<file path="config.mk">
export PLATFORM = sky130hd
export DESIGN_NAME = steering_angle_command_limiter
export DESIGN_NICKNAME = d
export VERILOG_FILES = /design/src/rtl/sacl_pkg.sv /design/src/rtl/sacl_cfg.sv /design/src/rtl/sacl_engine.sv /design/src/rtl/steering_angle_command_limiter.sv
export SDC_FILE = /design/constraint.sdc
export NUM_CORES = 1
export LEC_CHECK = 0
export BUFFER_PORTS_ARGS = -buffer_cell sky130_fd_sc_hd__buf_2
export CORE_MARGIN = 2
export CORE_UTILIZATION = 51
export DETAILED_ROUTE_END_ITERATION = 10
export PLACE_DENSITY = 0.7
export SLEW_MARGIN = 20
export SYNTH_ARGS = -nofsm -noshare
export SYNTH_HDL_FRONTEND = slang
export SYNTH_HIERARCHICAL = 1
export SYNTH_SLANG_ARGS = --single-unit
</file>
<file path="constraint.sdc">
create_clock -name clk -period 17.1 [get_ports clk]
set_input_delay 0.855 -clock clk [delete_from_list [all_inputs] [get_ports clk]]
set_output_delay 0.855 -clock clk [all_outputs]
set_load 0.01 [all_outputs]
</file>
<file path="src/rtl/sacl_pkg.sv">
// ----------------------------------------------------------------------------
// sacl_pkg
// Shared types and constants of the steering angle command limiter.
// ----------------------------------------------------------------------------
`default_nettype none

package sacl_pkg;

  localparam int unsigned ANGLE_W    = 16;
  localparam int unsigned ID_W       = 11;
  localparam int unsigned STEP_W     = 15;
  localparam int unsigned TIME_W     = 32;
  localparam int unsigned INTERVAL_W = 16;
  localparam int unsigned CFG_IDX_W  = 3;
  localparam int unsigned CFG_DATA_W = 16;
  localparam int unsigned PAYLOAD_W  = 64;
  localparam int unsigned IN_DATA_W  = 72;
  localparam int unsigned IN_USER_W  = 2;
  localparam int unsigned OUT_DATA_W = 72;

  localparam logic [INTERVAL_W-1:0] SEND_INTERVAL_RST      = 16'd20;
  localparam logic [INTERVAL_W-1:0] KEEPALIVE_INTERVAL_RST = 16'd100;

  typedef enum logic [1:0] {
    ACT_FRAME = 2'd0,
    ACT_ENTRY = 2'd1,
    ACT_EXIT  = 2'd2,
    ACT_TICK  = 2'd3
  } action_t;

  typedef enum logic [CFG_IDX_W-1:0] {
    REG_STATUS_ID    = 3'd0,
    REG_COMMAND_ID   = 3'd1,
    REG_MAX_STEP     = 3'd2,
    REG_LEFT_LIMIT   = 3'd3,
    REG_RIGHT_LIMIT  = 3'd4,
    REG_MAX_VELOCITY = 3'd5,
    REG_SEND_IVL     = 3'd6,
    REG_KEEPALIVE    = 3'd7
  } cfg_idx_t;

  typedef struct packed {
    logic [ID_W-1:0]       status_frame_id;
    logic [ID_W-1:0]       command_frame_id;
    logic [STEP_W-1:0]     max_step;
    logic [ANGLE_W-1:0]    left_limit;
    logic [ANGLE_W-1:0]    right_limit;
    logic [ANGLE_W-1:0]    max_velocity;
    logic [INTERVAL_W-1:0] send_interval;
    logic [INTERVAL_W-1:0] keepalive_interval;
  } cfg_t;

  typedef struct packed {
    action_t           action;
    logic [TIME_W-1:0] timestamp_ms;
    logic [ID_W-1:0]   frame_id;
    logic [7:0]        frame_byte0;
    logic [7:0]        frame_byte1;
    logic [7:0]        frame_byte2;
    logic              tx_ready;
  } item_t;

  typedef struct packed {
    logic                 tx_valid;
    logic [PAYLOAD_W-1:0] frame_payload;
    logic                 control_on;
    logic                 exit_retry;
  } result_t;

endpackage

`default_nettype wire

</file>
<file path="src/rtl/sacl_cfg.sv">
// ----------------------------------------------------------------------------
// sacl_cfg
// Configuration register file, written through an index/data request port.
// ----------------------------------------------------------------------------
`default_nettype none

module sacl_cfg (
  input  wire logic                                clk,
  input  wire logic                                rst,
  input  wire logic                                cfg_valid,
  output logic                                     cfg_ready,
  input  wire logic [sacl_pkg::CFG_IDX_W-1:0]      cfg_index,
  input  wire logic [sacl_pkg::CFG_DATA_W-1:0]     cfg_data,
  output sacl_pkg::cfg_t                           cfg
);

  sacl_pkg::cfg_t regs;

  assign cfg_ready = 1'b1;
  assign cfg       = regs;

  always_ff @(posedge clk) begin
    if (rst) begin
      regs.status_frame_id    <= '0;
      regs.command_frame_id   <= '0;
      regs.max_step           <= '0;
      regs.left_limit         <= '0;
      regs.right_limit        <= '0;
      regs.max_velocity       <= '0;
      regs.send_interval      <= sacl_pkg::SEND_INTERVAL_RST;
      regs.keepalive_interval <= sacl_pkg::KEEPALIVE_INTERVAL_RST;
    end else if (cfg_valid) begin
      case (sacl_pkg::cfg_idx_t'(cfg_index))
        sacl_pkg::REG_STATUS_ID:    regs.status_frame_id    <= cfg_data[sacl_pkg::ID_W-1:0];
        sacl_pkg::REG_COMMAND_ID:   regs.command_frame_id   <= cfg_data[sacl_pkg::ID_W-1:0];
        sacl_pkg::REG_MAX_STEP:     regs.max_step           <= cfg_data[sacl_pkg::STEP_W-1:0];
        sacl_pkg::REG_LEFT_LIMIT:   regs.left_limit         <= cfg_data;
        sacl_pkg::REG_RIGHT_LIMIT:  regs.right_limit        <= cfg_data;
        sacl_pkg::REG_MAX_VELOCITY: regs.max_velocity       <= cfg_data;
        sacl_pkg::REG_SEND_IVL:     regs.send_interval      <= cfg_data;
        sacl_pkg::REG_KEEPALIVE:    regs.keepalive_interval <= cfg_data;
        default: ;
      endcase
    end
  end

endmodule

`default_nettype wire

</file>
<file path="src/rtl/sacl_engine.sv">
// ----------------------------------------------------------------------------
// sacl_engine
// Gateway state and per-request update: angle tracking, slew limit, clamp,
// send timing, exit retry and keep-alive.
// ----------------------------------------------------------------------------
`default_nettype none

module sacl_engine (
  input  wire logic              clk,
  input  wire logic              rst,
  input  wire sacl_pkg::cfg_t    cfg,
  input  wire logic              fire,
  input  wire sacl_pkg::item_t   item,
  output sacl_pkg::result_t      result
);

  localparam int unsigned AW = sacl_pkg::ANGLE_W;
  localparam int unsigned TW = sacl_pkg::TIME_W;

  logic [AW-1:0] measured_angle,  measured_angle_next;
  logic [AW-1:0] previous_target, previous_target_next;
  logic          command_enable,  command_enable_next;
  logic [AW-1:0] command_angle,   command_angle_next;
  logic [TW-1:0] last_send_time,  last_send_time_next;
  logic          control_flag,    control_flag_next;
  logic          exit_pending,    exit_pending_next;

  logic [AW-1:0] rx_angle;
  logic [AW-1:0] tgt;
  logic [AW-1:0] diff;
  logic [AW:0]   step_ext;
  logic [AW-1:0] slewed;
  logic [AW-1:0] limited;
  logic [TW-1:0] elapsed;
  logic          send_ok;
  logic          keep_ok;
  logic          exit_sent;
  logic          sent;

  assign rx_angle = {item.frame_byte1, item.frame_byte2};
  assign elapsed  = item.timestamp_ms - last_send_time;
  assign send_ok  = (elapsed > {{(TW-sacl_pkg::INTERVAL_W){1'b0}}, cfg.send_interval})
                    && item.tx_ready;
  assign keep_ok  = elapsed > {{(TW-sacl_pkg::INTERVAL_W){1'b0}}, cfg.keepalive_interval};

  // slew limit around the measured angle, then clamp to the end stops
  always_comb begin
    case (item.action)
      sacl_pkg::ACT_FRAME: tgt = rx_angle;
      sacl_pkg::ACT_ENTRY: tgt = measured_angle;
      default:             tgt = previous_target;
    endcase
    diff     = tgt - measured_angle;
    step_ext = {2'b00, cfg.max_step};
    if ($signed({diff[AW-1], diff}) > $signed(step_ext)) begin
      slewed = measured_angle + step_ext[AW-1:0];
    end else if ($signed({diff[AW-1], diff}) < -$signed(step_ext)) begin
      slewed = measured_angle - step_ext[AW-1:0];
    end else begin
      slewed = tgt;
    end
    if ($signed(slewed) > $signed(cfg.left_limit)) begin
      limited = cfg.left_limit;
    end else if ($signed(slewed) < $signed(cfg.right_limit)) begin
      limited = cfg.right_limit;
    end else begin
      limited = slewed;
    end
  end

  always_comb begin
    measured_angle_next  = measured_angle;
    previous_target_next = previous_target;
    command_enable_next  = command_enable;
    command_angle_next   = command_angle;
    control_flag_next    = control_flag;
    exit_pending_next    = exit_pending;
    exit_sent            = 1'b0;
    sent                 = 1'b0;
    case (item.action)
      sacl_pkg::ACT_FRAME: begin
        if (item.frame_id == cfg.status_frame_id) begin
          measured_angle_next = rx_angle;
        end else if (item.frame_id == cfg.command_frame_id && control_flag) begin
          command_enable_next  = item.frame_byte0[0];
          command_angle_next   = limited;
          previous_target_next = rx_angle;
          sent                 = send_ok;
        end
      end
      sacl_pkg::ACT_ENTRY: begin
        control_flag_next   = 1'b1;
        command_enable_next = 1'b1;
        command_angle_next  = limited;
      end
      sacl_pkg::ACT_EXIT: begin
        control_flag_next   = 1'b0;
        command_enable_next = 1'b0;
        sent                = send_ok;
        exit_pending_next   = !send_ok;
      end
      sacl_pkg::ACT_TICK: begin
        // retry a pending exit first; it drops control
        if (exit_pending) begin
          control_flag_next   = 1'b0;
          command_enable_next = 1'b0;
          exit_sent           = send_ok;
          exit_pending_next   = !send_ok;
        end
        if (!exit_pending && control_flag && elapsed >
            {{(TW-sacl_pkg::INTERVAL_W){1'b0}}, cfg.send_interval}) begin
          command_enable_next = 1'b1;
          command_angle_next  = limited;
          sent                = send_ok;
        end else if (!exit_sent && keep_ok) begin
          command_enable_next = 1'b0;
          sent                = send_ok;
        end else begin
          sent                = exit_sent;
        end
      end
      default: ;
    endcase
    last_send_time_next = sent ? item.timestamp_ms : last_send_time;
  end

  always_ff @(posedge clk) begin
    if (rst) begin
      measured_angle  <= '0;
      previous_target <= '0;
      command_enable  <= 1'b0;
      command_angle   <= '0;
      last_send_time  <= '0;
      control_flag    <= 1'b0;
      exit_pending    <= 1'b0;
    end else if (fire) begin
      measured_angle  <= measured_angle_next;
      previous_target <= previous_target_next;
      command_enable  <= command_enable_next;
      command_angle   <= command_angle_next;
      last_send_time  <= last_send_time_next;
      control_flag    <= control_flag_next;
      exit_pending    <= exit_pending_next;
    end
  end

  assign result.tx_valid      = sent;
  assign result.frame_payload = {7'd0, command_enable_next, command_angle_next,
                                 cfg.max_velocity, 24'd0};
  assign result.control_on    = control_flag_next;
  assign result.exit_retry    = exit_pending_next;

  // with control off the held frame always carries enable low
  a_disabled_frame: assert property (@(posedge clk) disable iff (rst)
    !control_flag |-> !command_enable)
    else $error("command enable set while control is off");

  a_send_stamps_time: assert property (@(posedge clk) disable iff (rst)
    fire && sent |=> last_send_time == $past(item.timestamp_ms))
    else $error("send did not record its timestamp");

  a_entry_enables: assert property (@(posedge clk) disable iff (rst)
    fire && item.action == sacl_pkg::ACT_ENTRY |=> control_flag && command_enable)
    else $error("control entry did not enable control");

endmodule

`default_nettype wire

</file>
<file path="src/rtl/steering_angle_command_limiter.sv">
// ----------------------------------------------------------------------------
// steering_angle_command_limiter
// Steering command gateway with slew-limited, clamped target angle.
// ----------------------------------------------------------------------------
// Each request on the slave stream is one event (received frame, control
// entry, control exit or watchdog tick) and gives exactly one result on the
// master stream: a transmit flag, the held 8-byte command frame, and the
// control and exit-retry flags after the event. A request is registered, the
// whole update runs as compare-and-select logic into the result register, so
// one request per cycle is taken unless m_tready stalls; a request passes the
// input and result registers. Configuration writes are taken at any time with
// cfg_ready held high and should only be issued while no request is in flight.
`default_nettype none

module steering_angle_command_limiter (
  input  wire logic                                clk,
  input  wire logic                                rst,
  input  wire logic                                s_tvalid,
  output logic                                     s_tready,
  // timestamp_ms, frame_id, frame_byte0, frame_byte1, frame_byte2, tx_ready
  input  wire logic [sacl_pkg::IN_DATA_W-1:0]      s_tdata,
  // action
  input  wire logic [sacl_pkg::IN_USER_W-1:0]      s_tuser,
  output logic                                     m_tvalid,
  input  wire logic                                m_tready,
  // tx_valid, frame_payload, control_on, exit_retry
  output logic [sacl_pkg::OUT_DATA_W-1:0]          m_tdata,
  input  wire logic                                cfg_valid,
  output logic                                     cfg_ready,
  input  wire logic [sacl_pkg::CFG_IDX_W-1:0]      cfg_index,
  input  wire logic [sacl_pkg::CFG_DATA_W-1:0]     cfg_data
);

  sacl_pkg::cfg_t    cfg;
  sacl_pkg::item_t   in_item;
  sacl_pkg::result_t result;
  sacl_pkg::result_t out_res;
  logic              in_valid;
  logic              advance;
  logic              s_fire;

  sacl_cfg u_cfg (
    .clk       (clk),
    .rst       (rst),
    .cfg_valid (cfg_valid),
    .cfg_ready (cfg_ready),
    .cfg_index (cfg_index),
    .cfg_data  (cfg_data),
    .cfg       (cfg)
  );

  assign advance  = in_valid && (!m_tvalid || m_tready);
  assign s_tready = !in_valid || advance;
  assign s_fire   = s_tvalid && s_tready;

  always_ff @(posedge clk) begin
    if (rst) begin
      in_valid <= 1'b0;
    end else if (s_fire) begin
      in_valid <= 1'b1;
    end else if (advance) begin
      in_valid <= 1'b0;
    end
  end

  always_ff @(posedge clk) begin
    if (s_fire) begin
      in_item.action       <= sacl_pkg::action_t'(s_tuser);
      in_item.timestamp_ms <= s_tdata[31:0];
      in_item.frame_id     <= s_tdata[42:32];
      in_item.frame_byte0  <= s_tdata[50:43];
      in_item.frame_byte1  <= s_tdata[58:51];
      in_item.frame_byte2  <= s_tdata[66:59];
      in_item.tx_ready     <= s_tdata[67];
    end
  end

  sacl_engine u_engine (
    .clk    (clk),
    .rst    (rst),
    .cfg    (cfg),
    .fire   (advance),
    .item   (in_item),
    .result (result)
  );

  always_ff @(posedge clk) begin
    if (rst) begin
      m_tvalid <= 1'b0;
    end else if (advance) begin
      m_tvalid <= 1'b1;
    end else if (m_tready) begin
      m_tvalid <= 1'b0;
    end
  end

  always_ff @(posedge clk) begin
    if (advance) begin
      out_res <= result;
    end
  end

  assign m_tdata = {5'd0, out_res.exit_retry, out_res.control_on,
                    out_res.frame_payload, out_res.tx_valid};

  // an empty result slot never blocks the input side
  a_ready_when_empty: assert property (@(posedge clk) disable iff (rst)
    !m_tvalid |-> s_tready)
    else $error("input stalled with empty result register");

endmodule

`default_nettype wire
</file>
==> impl_metrics.env <==
export IMPL_fin_skew_ns=0.0209
export IMPL_clock_sinks=332
export IMPL_max_freq_ghz=0.0970
export IMPL_tightest_slew_ns=1.08
export IMPL_clk_latency_ns=0.57
export IMPL_finalHoldViolCount=0
export IMPL_arrival_ns=10.55
export IMPL_cts_setup_buffers=0
export IMPL_critical_path_class="reg2reg"
export IMPL_fp_row_count=73
export IMPL_htree_levels=2
export IMPL_dieArea_um2=42400
export IMPL_yosysWarnings=6
export IMPL_post_route_period_util_pct=60.3
export IMPL_cp_max_fo=24
export IMPL_grt_pass1_vias=15700
export IMPL_port_buffers=155
export IMPL_drc=0
export IMPL_finalSetupViolations=0
export IMPL_hold_start="u_cfg/cfg[43]"
export IMPL_min_path_type="reg2reg"
export IMPL_outcome="completed"
export IMPL_cts_resized=0
export IMPL_final_nets=2552
export IMPL_ios=173
export IMPL_dp_hpwl_mm=39.6
export IMPL_grt_util_all_layers_pct=25.5
export IMPL_period_minus_slack_ns=10.31
export IMPL_path_common_cell="a21o_1"
export IMPL_cts_root_buf="clkbuf_16"
export IMPL_syn_area_um2=20800
export IMPL_drt_pass1_iterations=7
export IMPL_initialDrtViolationCount=1226
export IMPL_peakVddDrop_uv=113
export IMPL_wl_met3_mm=3.54
export IMPL_grt_ovfl_total=0
export IMPL_antenna_found_initial=0
export IMPL_power_density_nw_per_um2=111
export IMPL_whs_ns=0.432
export IMPL_worstReg2RegEnd="m_tdata[42]"
export IMPL_cp_start_kind="flip-flop"
export IMPL_cts_tree="yes"
export IMPL_rrSetupSlack_ns=6.79
export IMPL_area_growth_pct=10.1
export IMPL_hold_end="m_tdata[36]"
export IMPL_rr_worst_depth=32
export IMPL_cts_buffer_depth=3
export IMPL_wl_per_cell_um=19.2
export IMPL_clkTransAtPathRegs_ns=0.06
export IMPL_required_ns=17.34
export IMPL_post_route_cells_drive_above_1_share_pct=11.5
export IMPL_end_kind="flip-flop"
export IMPL_grt_max_degree=83
export IMPL_syn_avg_cell_area_um2=9.47
export IMPL_r2r_start="in_item[68]"
export IMPL_grt_first_pass_wirelength_mm=84.6
export IMPL_ant_nets=0
export IMPL_coreArea_um2=40000
export IMPL_avgViaCountPerCell=5.76
export IMPL_report_final_slew_viol_count=0
export IMPL_syn_inst=2198
export IMPL_top_layer_used="met4"
export IMPL_slew_headroom_pct=27.1
export IMPL_numCtsBuffers=38
export IMPL_vias=16300
export IMPL_p_leak_nw=10.0
export IMPL_drt_wl_total_mm=54.5
export IMPL_slowest_delay_ns=0.85
export IMPL_start_util_pct=52.0
export IMPL_rsz0062_at_grt="no"
export IMPL_setup_tns_ns=0
export IMPL_die_h_um=206
export IMPL_crit_slowest_cell="o41ai_1"
export IMPL_drt_met1_wl_mm=24.5
export IMPL_hold_path_depth=0
export IMPL_gp_congestion=0.926
export IMPL_max_cap_violations=0
export IMPL_dieWidth_um=206
export IMPL_insertedDiodeCount=0
export IMPL_postCtsHoldBufs=0
export IMPL_wl_met2_mm=25.2
[cell usage in the layout (no fill, tap or decap), types with 18 or more instances in the layout]
cell type and instances:
dfxtp_1 202, nand3_1 24, nor2_1 178, edfxtp_1 130, o21ai_0 73, nand2b_1 156
and3_1 20, nand2_1 109, clkbuf_16 39, inv_1 169, xnor2_1 52, mux2i_1 204
a21oi_1 84, a21o_1 44, buf_2 154, nor3_1 34, a31oi_1 20, conb_1 37
ha_1 167, o211ai_1 18, o21a_1 23, nand4_1 33, buf_4 18
[worst max-delay path: cells and delay by family, from the launching register on]
family / cells / cell delay, ns
muxes: 3 / 0.62
DFF: 1 / 0.34
buffers and inverters: 1 / 0.38
adders and majority gates: 3 / 0.90
xor gates and xnor gates: 1 / 0.44
and+or+nand+nor: 4 / 0.47
AOI/OAI and AO/OA: 20 / 6.83
[flip-flops by register name, summed over array words and instances (netlist names)]
name / flops
u_engine/control_flag: 1
u_engine/command_enable: 1
u_engine/exit_pending: 1
m_tvalid: 1
in_valid: 1
u_engine/command_angle: 16
u_engine/measured_angle: 16
u_engine/last_send_time: 32
u_engine/previous_target: 16
in_item: 63
u_cfg/cfg: 117
m_tdata: 67
[worst max-delay path by stage]
stage           startpoint     endpoint  slack, ns  cells after the start
2_1_floorplan  in_item[68]  m_tdata[48]       9.03                     35
3_3_place_gp   in_item[68]  m_tdata[42]       7.35                     33
3_5_place_dp   in_item[68]  m_tdata[42]       7.07                     32
4_1_cts        in_item[68]  m_tdata[42]       7.04                     32
5_1_grt        in_item[68]  m_tdata[42]       6.36                     32
6_report       in_item[68]  m_tdata[42]       6.79                     32
[metrics by stage]
step	instances	utilization (%)	power [mW]	worst slack (ns)	area, um2
finish	2838	57.2	2.54	6.79	22900
global route	2838	57.2	2.67	6.36	22900
CTS	2838	57.2	2.55	7.04	22900
detailed placement	2768	54.0	1.68	7.07	21600
global placement	2768	54.0	1.66	7.35	21600
floorplan	2232	-	1.48	9.03	20900
[per-layer routing]
layer | vias up | track usage, %
met5 | - | 0
met4 | 0 | 8.75
met3 | 75 | 3.78
met2 | 479 | 41.1
met1 | 7833 | 35.0
li1 | 7949 | -
[layout make-up]
type | instances | area [um2]
flip-flops and latches | 332 | 7950
multi-input cells | 1570 | 11500
repair buffers | 172 | 906
inverters | 169 | 634
clock buffers | 54 | 1040
fillers | 3543 | 17100
well taps | 525 | 657
clock inverters | 16 | 256
[where the power goes]
part	switching (mW)	internal, mW
Sequential	0.0168	0.858
Combinational	0.519	0.297
Clock	0.332	0.519
Total	0.868	1.67
Note: power is estimated with default switching activity, not from simulation.
